--- src/rtl/core/olt_pkg.sv ---
// Types and codes shared by the ordered id list table.
`default_nettype none
package olt_pkg;

   localparam int VALUE_BITS = 16;

   // item kinds
   localparam logic [1:0] KIND_ADD    = 2'd0;
   localparam logic [1:0] KIND_REMOVE = 2'd1;
   localparam logic [1:0] KIND_LIST   = 2'd2;
   localparam logic [1:0] KIND_DRAIN  = 2'd3;

   // result status codes
   localparam logic [1:0] ST_OK        = 2'd0;
   localparam logic [1:0] ST_EMPTY     = 2'd1;
   localparam logic [1:0] ST_FULL      = 2'd2;
   localparam logic [1:0] ST_NOT_FOUND = 2'd3;

   typedef struct packed {
      logic [1:0]            kind;
      logic [VALUE_BITS-1:0] proc_id;
   } req_type;

   typedef struct packed {
      logic [1:0]            status;
      logic [VALUE_BITS-1:0] value;
      logic                  is_count;
      logic                  last;
   } rsp_type;

   // per-cell controls
   typedef struct packed {
      logic shift;
      logic load;
   } cell_ctl_type;

endpackage
`default_nettype wire

--- src/rtl/core/olt_cell.sv ---
// One list cell: holds an id, loads a new one or takes its right neighbor's.
`default_nettype none
module olt_cell #(
   parameter int ID_BITS = 16
) (
   input  logic                 clock,
   input  olt_pkg::cell_ctl_type ctl,
   input  logic [ID_BITS-1:0]   next_id,
   input  logic [ID_BITS-1:0]   load_id,
   output logic [ID_BITS-1:0]   id
);
   import olt_pkg::*;

   logic [ID_BITS-1:0] id_ff;
   logic [ID_BITS-1:0] id_in;

   // load wins over shift: the rotating head re-enters at the tail cell
   always_comb begin
      id_in = id_ff;
      if (ctl.load) begin
         id_in = load_id;
      end else if (ctl.shift) begin
         id_in = next_id;
      end
   end

   always_ff @(posedge clock) begin
      id_ff <= id_in;
   end

   assign id = id_ff;

endmodule
`default_nettype wire

--- src/rtl/core/ordered_id_list_table_core.sv ---
// Add: result via the reply state. Remove: one rotation step per entry, then a
// status result. List/drain: one result per cycle while the output is not
// stalled (count ids, drain adds a leading count result), set by the single
// head cell read as the cell chain rotates. New item taken once the last result
// is in the output register. Reset clears count and control; cells keep data.
`default_nettype none
module ordered_id_list_table_core #(
   parameter int LIST_DEPTH = 16,
   parameter int ID_BITS    = 16
) (
   input  logic             clock,
   input  logic             reset,
   input  logic             req_valid,
   output logic             req_ready,
   input  olt_pkg::req_type req_data,
   output logic             rsp_valid,
   input  logic             rsp_ready,
   output olt_pkg::rsp_type rsp_data
);
   import olt_pkg::*;

   localparam int CNT_W = $clog2(LIST_DEPTH + 1);

   typedef enum logic [4:0] {
      S_IDLE  = 5'b00001,
      S_REPLY = 5'b00010,
      S_SCAN  = 5'b00100,
      S_COUNT = 5'b01000,
      S_EMIT  = 5'b10000
   } state_type;

   state_type          state_ff, state_in;
   logic [CNT_W-1:0]   count_ff, count_in;
   logic [CNT_W-1:0]   steps_ff, steps_in;
   logic               found_ff, found_in;
   logic [1:0]         op_kind_ff, op_kind_in;
   logic [ID_BITS-1:0] op_id_ff, op_id_in;
   logic [1:0]         op_status_ff, op_status_in;
   logic               op_is_count_ff, op_is_count_in;
   logic               rsp_valid_ff, rsp_valid_in;
   rsp_type            rsp_data_ff, rsp_data_in;

   logic [ID_BITS-1:0] cell_id [LIST_DEPTH];
   cell_ctl_type       cell_ctl [LIST_DEPTH];
   logic [ID_BITS-1:0] load_id;
   logic [CNT_W-1:0]   load_idx;
   logic               load_en;
   logic               shift_en;
   logic               rsp_load;
   rsp_type            rsp_next;
   logic               out_free;
   logic               match;
   logic [ID_BITS-1:0] head;
   logic [ID_BITS-1:0] id_in;
   logic [31:0]        head_wide;

   // cell chain, each cell but the last takes its right neighbor on a shift; the last keeps its own
   for (genvar i = 0; i < LIST_DEPTH; i++) begin : g_cell
      logic [ID_BITS-1:0] nb_id;
      if (i == LIST_DEPTH - 1) begin : g_end
         assign nb_id = cell_id[i];
      end else begin : g_mid
         assign nb_id = cell_id[i+1];
      end
      assign cell_ctl[i].shift = shift_en;
      assign cell_ctl[i].load  = load_en && (load_idx == CNT_W'(i));
      olt_cell #(
         .ID_BITS (ID_BITS)
      ) u_cell (
         .clock   (clock),
         .ctl     (cell_ctl[i]),
         .next_id (nb_id),
         .load_id (load_id),
         .id      (cell_id[i])
      );
   end

   assign head      = cell_id[0];
   assign head_wide = 32'(head);
   assign id_in     = ID_BITS'(req_data.proc_id);
   assign out_free  = !rsp_valid_ff || rsp_ready;
   assign match     = !found_ff && (head == op_id_ff);

   always_comb begin
      state_in       = state_ff;
      count_in       = count_ff;
      steps_in       = steps_ff;
      found_in       = found_ff;
      op_kind_in     = op_kind_ff;
      op_id_in       = op_id_ff;
      op_status_in   = op_status_ff;
      op_is_count_in = op_is_count_ff;
      load_en        = 1'b0;
      load_idx       = count_ff - CNT_W'(1);
      load_id        = head;
      shift_en       = 1'b0;
      rsp_load       = 1'b0;
      rsp_next       = '0;

      unique case (state_ff)
         S_IDLE: begin
            if (req_valid) begin
               op_kind_in     = req_data.kind;
               op_id_in       = id_in;
               steps_in       = count_ff;
               found_in       = 1'b0;
               op_status_in   = ST_OK;
               op_is_count_in = 1'b0;
               case (req_data.kind) inside
                  KIND_ADD: begin
                     if (count_ff == CNT_W'(LIST_DEPTH)) begin
                        op_status_in = ST_FULL;
                     end else begin
                        load_en  = 1'b1;
                        load_idx = count_ff;
                        load_id  = id_in;
                        count_in = count_ff + CNT_W'(1);
                     end
                     state_in = S_REPLY;
                  end
                  KIND_REMOVE: begin
                     if (count_ff == '0) begin
                        op_status_in = ST_EMPTY;
                        state_in     = S_REPLY;
                     end else begin
                        state_in = S_SCAN;
                     end
                  end
                  KIND_LIST, KIND_DRAIN: begin
                     if (count_ff == '0) begin
                        op_status_in   = ST_EMPTY;
                        op_is_count_in = (req_data.kind == KIND_DRAIN);
                        state_in       = S_REPLY;
                     end else if (req_data.kind == KIND_DRAIN) begin
                        state_in = S_COUNT;
                     end else begin
                        state_in = S_EMIT;
                     end
                  end
               endcase
            end
         end
         S_REPLY: begin
            if (out_free) begin
               rsp_load          = 1'b1;
               rsp_next.status   = op_status_ff;
               rsp_next.is_count = op_is_count_ff;
               rsp_next.last     = 1'b1;
               state_in          = S_IDLE;
            end
         end
         S_SCAN: begin
            // head either drops out (first match) or re-enters at the tail
            shift_en = 1'b1;
            steps_in = steps_ff - CNT_W'(1);
            if (match) begin
               found_in = 1'b1;
               count_in = count_ff - CNT_W'(1);
            end else begin
               load_en = 1'b1;
            end
            if (steps_ff == CNT_W'(1)) begin
               op_status_in = (found_ff || match) ? ST_OK : ST_NOT_FOUND;
               state_in     = S_REPLY;
            end
         end
         S_COUNT: begin
            if (out_free) begin
               rsp_load          = 1'b1;
               rsp_next.status   = ST_OK;
               rsp_next.value    = VALUE_BITS'(count_ff);
               rsp_next.is_count = 1'b1;
               state_in          = S_EMIT;
            end
         end
         S_EMIT: begin
            if (out_free) begin
               rsp_load        = 1'b1;
               rsp_next.status = ST_OK;
               rsp_next.value  = head_wide[VALUE_BITS-1:0];
               rsp_next.last   = (steps_ff == CNT_W'(1));
               shift_en        = 1'b1;
               load_en         = 1'b1;
               steps_in        = steps_ff - CNT_W'(1);
               if (steps_ff == CNT_W'(1)) begin
                  if (op_kind_ff == KIND_DRAIN) begin
                     count_in = '0;
                  end
                  state_in = S_IDLE;
               end
            end
         end
         default: begin
            state_in = S_IDLE;
         end
      endcase
   end

   assign rsp_valid_in = rsp_load || (rsp_valid_ff && !rsp_ready);
   assign rsp_data_in  = rsp_load ? rsp_next : rsp_data_ff;

   always_ff @(posedge clock) begin
      if (reset) begin
         state_ff     <= S_IDLE;
         count_ff     <= '0;
         rsp_valid_ff <= 1'b0;
      end else begin
         state_ff     <= state_in;
         count_ff     <= count_in;
         rsp_valid_ff <= rsp_valid_in;
      end
   end

   always_ff @(posedge clock) begin
      steps_ff       <= steps_in;
      found_ff       <= found_in;
      op_kind_ff     <= op_kind_in;
      op_id_ff       <= op_id_in;
      op_status_ff   <= op_status_in;
      op_is_count_ff <= op_is_count_in;
      rsp_data_ff    <= rsp_data_in;
   end

   assign req_ready = (state_ff == S_IDLE);
   assign rsp_valid = rsp_valid_ff;
   assign rsp_data  = rsp_data_ff;

endmodule
`default_nettype wire

--- config.mk ---
export PLATFORM = sky130hd
export DESIGN_NAME = ordered_id_list_table_core
export DESIGN_NICKNAME = d
export VERILOG_FILES = /design/src/rtl/core/olt_pkg.sv /design/src/rtl/core/olt_cell.sv /design/src/rtl/core/ordered_id_list_table_core.sv
export SDC_FILE = /design/constraint.sdc
export NUM_CORES = 1
export LEC_CHECK = 0
export ABC_AREA = 1
export BUFFER_PORTS_ARGS = -buffer_cell sky130_fd_sc_hd__clkbuf_2
export CAP_MARGIN = 15
export CORE_ASPECT_RATIO = 0.75
export CORE_MARGIN = 8
export CORE_UTILIZATION = 60
export CTS_CLUSTER_SIZE = 40
export DETAILED_ROUTE_END_ITERATION = 8
export PLACE_DENSITY = 0.78
export SKIP_CTS_REPAIR_TIMING = 1
export SYNTH_ARGS = -nofsm -noshare
export SYNTH_HDL_FRONTEND = slang
export SYNTH_SLANG_ARGS = --single-unit
--- constraint.sdc ---
create_clock -name clock -period 4.9 [get_ports clock]
set_input_delay 1.47 -clock clock [delete_from_list [all_inputs] [get_ports clock]]
set_output_delay 1.47 -clock clock [all_outputs]
set_load 0.005 [all_outputs]
# Word level (Yosys, flattened, before mapping)
# Cells that the tools add are included.
# Widths: inputs -> output; s select.
[word_totals]
register_bits = 314
in_bits = 22
[classes]
n_addsub = 3
n_eq_ne = 38
mux = 91
bitwise_logic = 2
n_reduce_logical = 53
[ops]
columns = ["op", "count"]
rows = [
  ["$mux 16", 35],
  ["$mux 5", 24],
  ["$eq 5x4->1 const B", 9],
  ["$pmux 16 s2", 1],
  ["$reduce_bool 2->1", 16],
  ["$pmux 5 s3", 2],
  ["$eq 5x3->1 const B", 5],
  ["$pmux 5 s5", 1],
  ["$logic_and 1x1->1", 18],
  ["$ne 2x2->1 const B", 9],
  ["$eq 16x16->1", 1],
  ["$eq 5x1->1 const B", 3],
  ["$eq 5x2->1 const B", 3],
  ["$mux 2", 7],
  ["$mux 1", 12],
  ["$eq 5x5->1 const B", 2],
  ["$logic_not 5->1", 2],
  ["$sub 5x1->5 const B", 2],
  ["$reduce_and 3->1", 3],
  ["$pmux 1 s2", 4],
  ["$reduce_and 8->1", 1],
  ["$reduce_and 7->1", 1],
  ["$eq 2x2->1 const B", 3],
  ["$mux 6", 1],
  ["17 further kinds", 22],
]

# Logic depth before layout (Yosys ltp)
# Gate-level depths: netlist of the first run.
[logic_depth]
word_depth = 8
mapped_depth = 14
ltp_nobuf = 13

# By module
# A second synthesis of the first run with hierarchy kept.
[unflattened]
cells_unflattened = 1540
area_unflattened_um2 = 15069.5
[by_module_without_submodules]
columns = ["module", "instances", "cells_each", "area_each_um2", "seq_area_each_um2"]
rows = [
  ["olt_cell", 16, 69, 730.7, 480.5],
  ["ordered_id_list_table_core", 1, 436, 3378.2, 1631.6],
]

# Worst setup path before layout of the first run
# Ideal clock, no wire load.
[synth_timing]
kind = "in2reg"
startpoint = "in req_valid"
endpoint = "reg g_cell[15].u_cell.id_ff[0] (enable)"
setup_time_ns = 0.413
arrival_ns = 3.816
required_time_ns = 4.487
slack_ns = 0.671
path_stages = 6
path_cell_list = "nand4_4 -> inv_1 -> nand3_1 -> nand2_2 -> nand2_4 -> nor3b_1"
[synth_lines]
columns = ["item", "line_no", "rtl"]
rows = [
  ["start: declaration", "ordered_id_list_table_core.sv:13", "input logic req_valid,"],
  ["end signal: assignment", "olt_cell.sv:28", "id_ff <= id_in;"],
  ["end: declaration", "olt_cell.sv:14", "logic [ID_BITS-1:0] id_ff;"],
]

# Worst setup path in the final report of the first run
[layout_timing]
startpoint = "in req_data[16] in the netlist's numbering"
endpoint = "reg g_cell[11].u_cell.id_ff[12] (enable)"
[layout_between]
elab_chain_len = 7
elab_cells_between_ends = 10
cone_classes = "1 x eq/ne; 6 x mux; 3 x reduce/logical"
[layout_rtl]
columns = ["item", "line_no", "rtl"]
rows = [
  ["start: declaration", "ordered_id_list_table_core.sv:15", "input olt_pkg::req_type req_data,"],
  ["$logic_not 2->1 (no source line) *", "--", ""],
  ["$mux 5", "ordered_id_list_table_core.sv:109", "case (req_data.kind) inside"],
  ["$mux 5", "ordered_id_list_table_core.sv:102", "if (req_valid) begin"],
  ["$mux 5", "ordered_id_list_table_core.sv:100", "unique case (state_ff)"],
  ["$eq 5x4->1", "ordered_id_list_table_core.sv:66", "assign cell_ctl[i].load = load_en && (load_idx == CNT_W'(i));"],
  ["$logic_and 1x1->1 *", "ordered_id_list_table_core.sv:66", ""],
  ["$reduce_bool 2->1 (no source line) *", "--", ""],
  ["end signal: assignment", "olt_cell.sv:28", ""],
  ["end: declaration", "olt_cell.sv:14", ""],
]
# Mark *: on every way between the ends. The rest lies on a longest branch, timed or not.
# A chain may end at the register's enable or synchronous reset.

==> impl_metrics.py, run 1 <==
metrics = {
    "sta": {
        "hold_violations": 0,
        "finalSetupTns_ps": 0,
        "fin_crit_ps": 3760,
        "relSlewSlack": 0.153,
        "fmax_mhz": 266,
        "finalCritPeriodShare": 0.768,
        "fin_skew_ps": 13.3,
        "report.final.slew_viol_count": 0,
        "worst_pin_slew_ps": 1270,
        "setup_viol": 0,
        "rsz0062_at_grt": "no",
    },
    "clock_network": {
        "cts_buffers": 30,
        "cts_tree": "yes",
        "clk_pin_slew_ps": 60,
        "htreeDepth": 1,
        "cts_sinks": 314,
        "insertion_delay_ps": 560,
        "cts_root_buffer": "clkbuf_16",
        "clockBufferDepth": 3,
    },
    "synthesis": {
        "synth_top_area_frac": 0.604,
        "synth_edf_count": 303,
        "synthTopCellsByCount": "nand2_1 (610), edfxtp_1 (303), nand3_1 (255)",
        "yosys_warnings": 0,
        "synth_cells": 1518,
        "ys_ff_latch": 314,
        "yosysUniqueCellTypes": 39,
        "synth_area_per_cell_sq_um": 9.92,
        "yosysTopAreaCell": "edfxtp_1",
        "yosysMostFrequentCell": "nand2_1",
        "syn-cell-area_sq_mm": 0.0151,
        "synth-seq-area-share": 0.619,
        "netlist_top_cells_area": "edfxtp_1 (60%), nand2_1 (15%), nand3_1 (8.5%), buf_2 (1.7%), inv_1 (1.6%)",
        "synth_fp_nets": 1544,
        "synth_ff_type": "edfxtp_1",
        "ys_async_sr_fraction": 0,
    },
    "power_and_ir_drop": {
        "total_leakage_power_nw": 6.86,
        "max-vdd-ir-drop_mv": 0.317,
        "powerDensity_mw_per_mm2": 490,
    },
    "placed_design": {
        "gp_congestion": 0.903,
        "dpl_cell_area_sq_mm": 0.0154,
        "port_buffers": 43,
        "dp_hpwl_mm": 22.3,
    },
    "worst_setup_path": {
        "critPathCaptureType": "flip-flop",
        "startpoint": "req_data[16]",
        "critPathKind": "primary input to flip-flop",
        "start_kind": "primary input",
        "crit_required_ps": 5090,
        "r2r_start": "count_ff[0]",
        "rr_worst_depth": 11,
        "arrival_ps": 3950,
        "timing.rr.end": "g_cell[11].u_cell.id[12]",
        "worst-path-max-fanout": 17,
        "endpoint": "g_cell[11].u_cell.id[12]",
        "r2r_slack_ps": 1390,
    },
    "routing": {
        "vias_per_cell": 5.63,
        "drt-initial-drc-count": 1360,
        "drtPass1Iterations": 6,
        "postRouteWirelength_mm": 33.8,
        "num_vias": 10600,
        "drcViolationCount": 0,
        "ant_nets": 0,
        "drt-wirelength-per-cell_microns": 17.9,
    },
    "final_layout": {
        "syn_to_final_growth_pct": 8.12,
        "diodes": 0,
        "drive_above_1_share": 0.119,
        "stdcell_area_sq_mm": 0.0163,
        "fin_nets": 1554,
        "nFillCells": 1891,
    },
    "grt": {
        "grt_pass1_wl_mm": 53.2,
        "grt_max_degree": 57,
        "gr-total-overflow": 0,
        "grt_pass1_vias": 9678,
        "grtUsageTotal": 0.220,
        "antenna_found_initial": 0,
    },
    "job": {
        "cap_violations": 0,
    },
    "floorplan": {
        "fp.dieW_microns": 199,
        "pin_count": 44,
        "start_util": 0.606,
        "rows": 50,
        "dieArea_sq_mm": 0.0305,
        "dieHeight_microns": 153,
        "core_area_sq_mm": 0.0248,
    },
    "status": {
        "status": "complete, no violations",
    },
    "min_path": {
        "hp-class": "flip-flop to flip-flop",
    },
}
registers in the layout, indices dropped and copies added, names as in the netlist:
signal            count
g_cell.u_cell.id    256
rsp_data             20
op_id_ff             16
count_ff              5
state_ff              5
steps_ff              5
op_kind_ff            2
op_status_ff          2
found_ff              1
op_is_count_ff        1
rsp_valid             1
worst max-delay path: stages:
cell	delay, ps
clkbuf_2	140
nor2_4	240
nand2_4	110
nor2_4	240
nand2_1	140
nand2_2	140
nand2_2	190
nor2_4	380
nand2_2	290
nand2_1	600
worst min path at each step:
stage / startpoint / end / slack, ps / cells after the start
final: g_cell[5].u_cell.id[6] / g_cell[4].u_cell.id[6] / 510 / 2
after global routing: g_cell[5].u_cell.id[4] / g_cell[4].u_cell.id[4] / 530 / 2
after CTS: g_cell[6].u_cell.id[6] / g_cell[5].u_cell.id[6] / 510 / 2
after detailed placement: g_cell[6].u_cell.id[6] / g_cell[5].u_cell.id[6] / 490 / 2
after global placement: g_cell[4].u_cell.id[1] / g_cell[3].u_cell.id[1] / 500 / 2
after floorplan: g_cell[1].u_cell.id[0] / g_cell[0].u_cell.id[0] / 490 / 2
layout make-up:
cell class                 instances  area [sq um]  area share
clock buffer                      42           817      0.0502
clock inverter                     9          67.6     0.00415
inverter                          72           270      0.0166
multi-input combinational       1050          5010       0.308
sequential                       314          9320       0.572
tap                              338           423      0.0260
timing repair buffer              60           368      0.0226
cell families (layout without fill, tap and decap cells):
family / after synthesis / after routing / share of synthesized area
adders and majority gates: 4 / 4 / 0.00332
xor gates and xnor gates: 7 / 7 / 0.00407
and+or+nand+nor: 988 / 988 / 0.301
DFF: 314 / 314 / 0.619
buffers and inverters: 154 / 183 / 0.0489
AOI/OAI and AO/OA: 51 / 51 / 0.0234
report_power, final:
part | switching, mW | internal (mW)
clock | 0.937 | 1.20
sequential | 0.151 | 3.50
combinational | 1.68 | 0.511
through the flow:
step | cells | total power, mW | hold slack, ps | util | setup WS [ps]
2_1_floorplan | 1518 | 5.28 | 487 | - | 671
3_3_place_gp | 1834 | 5.79 | 496 | 0.620 | 729
3_5_place_dp | 1834 | 5.85 | 494 | 0.620 | 612
4_1_cts | 1885 | 7.97 | 508 | 0.655 | 1160
5_1_grt | 1885 | 8.34 | 528 | 0.655 | 882
6_report | 1885 | 7.98 | 507 | 0.655 | 1140
metal layers:
metal / global-route usage / wire length (microns)
met5: 0 / 0
met2: 0.326 / 14600
met1: 0.333 / 15300
met4: 0.0549 / 849
met3: 0.0377 / 3010
placed cells by master (no fill, tap or decap), types with 3 or more instances in the layout:
master,synthesis,routed
nand4_1,3,3
nor2_4,17,17
dfxtp_1,11,11
a21oi_1,6,6
nand2_4,11,12
nand3_1,255,255
nor2_1,49,49
clkinv_1,0,5
nor2_2,3,3
o21ai_0,11,11
clkbuf_2,0,43
buf_4,7,15
xor2_1,6,6
o21ai_1,4,4
o21bai_1,3,3
clkbuf_1,10,11
nor2_8,5,5
o21ai_2,16,16
nand2_2,13,13
clkbuf_16,0,31
nand3_4,9,9
edfxtp_1,303,303
nand2_1,610,609
inv_1,64,64
nor3_1,7,7
inv_2,8,8
ha_1,4,4
o22ai_1,5,5
(Power assumes the default switching activity.)
==> run 2: changes to the inputs <==
--- a/config.mk
+++ b/config.mk
@@ -5,15 +5,15 @@
 export SDC_FILE = /design/constraint.sdc
 export NUM_CORES = 1
 export LEC_CHECK = 0
-export ABC_AREA = 1
+export ABC_AREA = 0
 export BUFFER_PORTS_ARGS = -buffer_cell sky130_fd_sc_hd__clkbuf_2
 export CAP_MARGIN = 15
 export CORE_ASPECT_RATIO = 0.75
 export CORE_MARGIN = 8
-export CORE_UTILIZATION = 60
+export CORE_UTILIZATION = 56
 export CTS_CLUSTER_SIZE = 40
 export DETAILED_ROUTE_END_ITERATION = 8
-export PLACE_DENSITY = 0.78
+export PLACE_DENSITY = 0.77
 export SKIP_CTS_REPAIR_TIMING = 1
 export SYNTH_ARGS = -nofsm -noshare
 export SYNTH_HDL_FRONTEND = slang
==> constraint.sdc (replaced) <==
create_clock -name clock -period 3.4 [get_ports clock]
set_input_delay 1.02 -clock clock [delete_from_list [all_inputs] [get_ports clock]]
set_output_delay 1.02 -clock clock [all_outputs]
set_load 0.005 [all_outputs]
==> run 2 against run 1 <==
  * Worst hold slack better by 15 ps
  * Clock power is 55% higher
  * Wire length fell by 16%
  * Synthesized cell count is 40% lower
  * Synthesized area is 1.7% lower
  * Via count is 26% lower
  * Total power rose by 10%
  * Sequential cell count did not move
  * Largest power group unchanged
  * Clock skew is 0.92 ps lower
==> impl_metrics.py, run 2 <==
metrics = {
    "clock_network": {
        "insertion_delay_ps": 570,
        "cts_tree": "yes",
        "cts_sinks": 314,
        "cts_buffers": 30,
        "cts_root_buffer": "clkbuf_16",
        "clk_pin_slew_ps": 70,
        "clockBufferDepth": 3,
        "htreeDepth": 1,
    },
    "worst_setup_path": {
        "critPathKind": "flip-flop to flip-flop",
        "start_kind": "flip-flop",
        "r2r_slack_ps": 210,
        "arrival_ps": 3510,
        "r2r_start": "count_ff[0]",
        "critPathCaptureType": "flip-flop",
        "crit_required_ps": 3710,
        "worst-path-max-fanout": 20,
        "timing.rr.end": "g_cell[9].u_cell.id[15]",
        "rr_worst_depth": 10,
    },
    "min_path": {
        "hold_path_startpoint": "op_status_ff[0]",
        "hold_end": "rsp_data[18]",
        "worstHoldPathCells": 1,
        "hp-class": "flip-flop to flip-flop",
    },
    "sta": {
        "relSlewSlack": 0.321,
        "fin_crit_ps": 3190,
        "fin_skew_ps": 12.3,
        "setup_ws_ps": 208,
        "setup_viol": 0,
        "report.final.slew_viol_count": 0,
        "fmax_mhz": 313,
        "worst_pin_slew_ps": 1010,
        "finalSetupTns_ps": 0,
        "hold_violations": 0,
        "rsz0062_at_grt": "no",
        "finalCritPeriodShare": 0.939,
    },
    "synthesis": {
        "synth_ff_type": "edfxtp_1",
        "synth-seq-area-share": 0.630,
        "synth_edf_count": 303,
        "yosys_warnings": 0,
        "synthTopCellsByCount": "edfxtp_1 (303), mux2_2 (111), mux2_4 (93)",
        "ys_ff_latch": 314,
        "synth_area_per_cell_sq_um": 16.2,
        "yosysMostFrequentCell": "edfxtp_1",
        "yosysTopAreaCell": "edfxtp_1",
        "netlist_top_cells_area": "edfxtp_1 (61%), mux2_4 (9.4%), mux2_2 (8.4%), mux2_1 (2.7%), nand2_1 (1.8%)",
        "synth_fp_nets": 939,
        "yosysUniqueCellTypes": 70,
        "synth_top_area_frac": 0.615,
        "syn-cell-area_sq_mm": 0.0148,
        "synth_cells": 913,
        "ys_async_sr_fraction": 0,
    },
    "final_layout": {
        "nFillCells": 1776,
        "postLayoutCoreUtil": 0.647,
        "seq_area_sq_mm": 0.00932,
        "final_cell_mix": "edfxtp_1 (303), mux2_2 (111), mux2_4 (93), nand2_1 (69), clkbuf_2 (43)",
        "stdcell_area_sq_mm": 0.0168,
        "drive_above_1_share": 0.396,
        "syn_to_final_growth_pct": 13.6,
        "diodes": 0,
        "fin_nets": 1011,
        "layout_commonest_cell": "edfxtp_1",
        "largest_reg_flops": 256,
        "multi_input_area_sq_mm": 0.00514,
    },
    "power_and_ir_drop": {
        "max-vdd-ir-drop_mv": 0.449,
        "total_switching_power_mw": 2.19,
        "pwr-share-clk": 0.378,
        "total_leakage_power_nw": 5.96,
        "p_seq_frac": 0.508,
        "swShare": 0.249,
        "internal_power_mw": 6.59,
        "power_mw": 8.78,
        "powerDensity_mw_per_mm2": 523,
        "p_comb_frac": 0.114,
    },
    "floorplan": {
        "core_area_sq_mm": 0.0260,
        "dieArea_sq_mm": 0.0319,
        "rows": 51,
        "dieHeight_microns": 157,
        "fp.dieW_microns": 204,
        "start_util": 0.570,
        "pin_count": 44,
    },
    "routing": {
        "ant_nets": 0,
        "drt-initial-drc-count": 569,
        "postRouteWirelength_mm": 28.5,
        "drt-wirelength-per-cell_microns": 21.1,
        "drtPass1Iterations": 5,
        "num_vias": 7858,
        "drcViolationCount": 0,
        "vias_per_cell": 5.81,
    },
    "placed_design": {
        "post-place-ws_ps": -47.2,
        "dpl_cell_area_sq_mm": 0.0158,
        "port_buffers": 43,
        "gp_congestion": 0.908,
        "dp_hpwl_mm": 19.2,
    },
    "job": {
        "cap_violations": 0,
    },
    "grt": {
        "grt_pass1_vias": 7945,
        "met3_usage": 0.0316,
        "gr-total-overflow": 0,
        "met2_usage": 0.295,
        "grtUsageTotal": 0.180,
        "antenna_found_initial": 0,
        "grt_max_degree": 21,
        "grt_pass1_wl_mm": 45.4,
        "use_met1": 0.246,
        "grt_most_used_layer": "met2",
    },
    "status": {
        "status": "complete, no violations",
    },
}
-- run 2: worst max-delay path by stage --
stage / startpoint / to / slack, ps / cells past startpoint
2_1_floorplan: req_data[16] / g_cell[10].u_cell.id[0] / -170 / 7
3_3_place_gp: req_data[17] / g_cell[3].u_cell.id[8] / -80 / 8
3_5_place_dp: req_data[16] / g_cell[3].u_cell.id[10] / -50 / 8
4_1_cts: count_ff[0] / g_cell[9].u_cell.id[15] / 260 / 10
5_1_grt: count_ff[0] / g_cell[3].u_cell.id[7] / 70 / 11
6_report: count_ff[0] / g_cell[9].u_cell.id[15] / 210 / 10
-- run 2: cell type report --
class / instances / share of cell area
multi-input cells: 530 / 0.306
clock buffers: 34 / 0.0468
inverters: 13 / 0.00290
repair buffers: 96 / 0.0529
clock inverters: 22 / 0.0112
flip-flops and latches: 314 / 0.555
well taps: 344 / 0.0256
-- run 2: logic make-up (layout without fill, tap and decap cells) --
group,Yosys count,in the layout,synth area share
AO/OA/AOI/OAI,76,76,0.0390
XOR/XNOR,22,22,0.0130
adder cells (fa/ha/maj),4,4,0.00338
buffers and inverters,69,165,0.0325
flip-flops,314,314,0.630
multiplexers,240,240,0.206
AND/OR/NAND/NOR,188,188,0.0763
-- run 2: critical path: stages (launching register included) --
cell	delay, ps
dfxtp_1	310
inv_1	190
ha_1	230
or3b_2	540
and2_1	200
a311oi_1	240
o41ai_2	170
buf_12	210
nor3_4	270
buf_12	210
mux2_2	350
-- run 2: per-layer routing --
layer	wire length [microns]	up-vias	share of wire
li1	-	3628	-
met1	12900	3976	0.45
met2	13700	217	0.48
met3	1460	37	0.051
met4	479	0	0.017
met5	0	-	0
-- run 2: stage by stage --
step	hold WS, ps	cells
final	523	1353
after global routing	537	1353
after CTS	525	1353
after detailed placement	508	1297
after global placement	501	1297
after floorplan	495	913
-- run 2: power by group through the flow --
stage	combinational, mW	clock, mW	sequential [mW]
CTS	0.997	3.39	4.46
floorplan	0.694	0	4.52
global placement	0.961	0	4.54
global route	1.09	3.52	4.48
finish	1.00	3.32	4.46
detailed placement	0.989	0	4.54
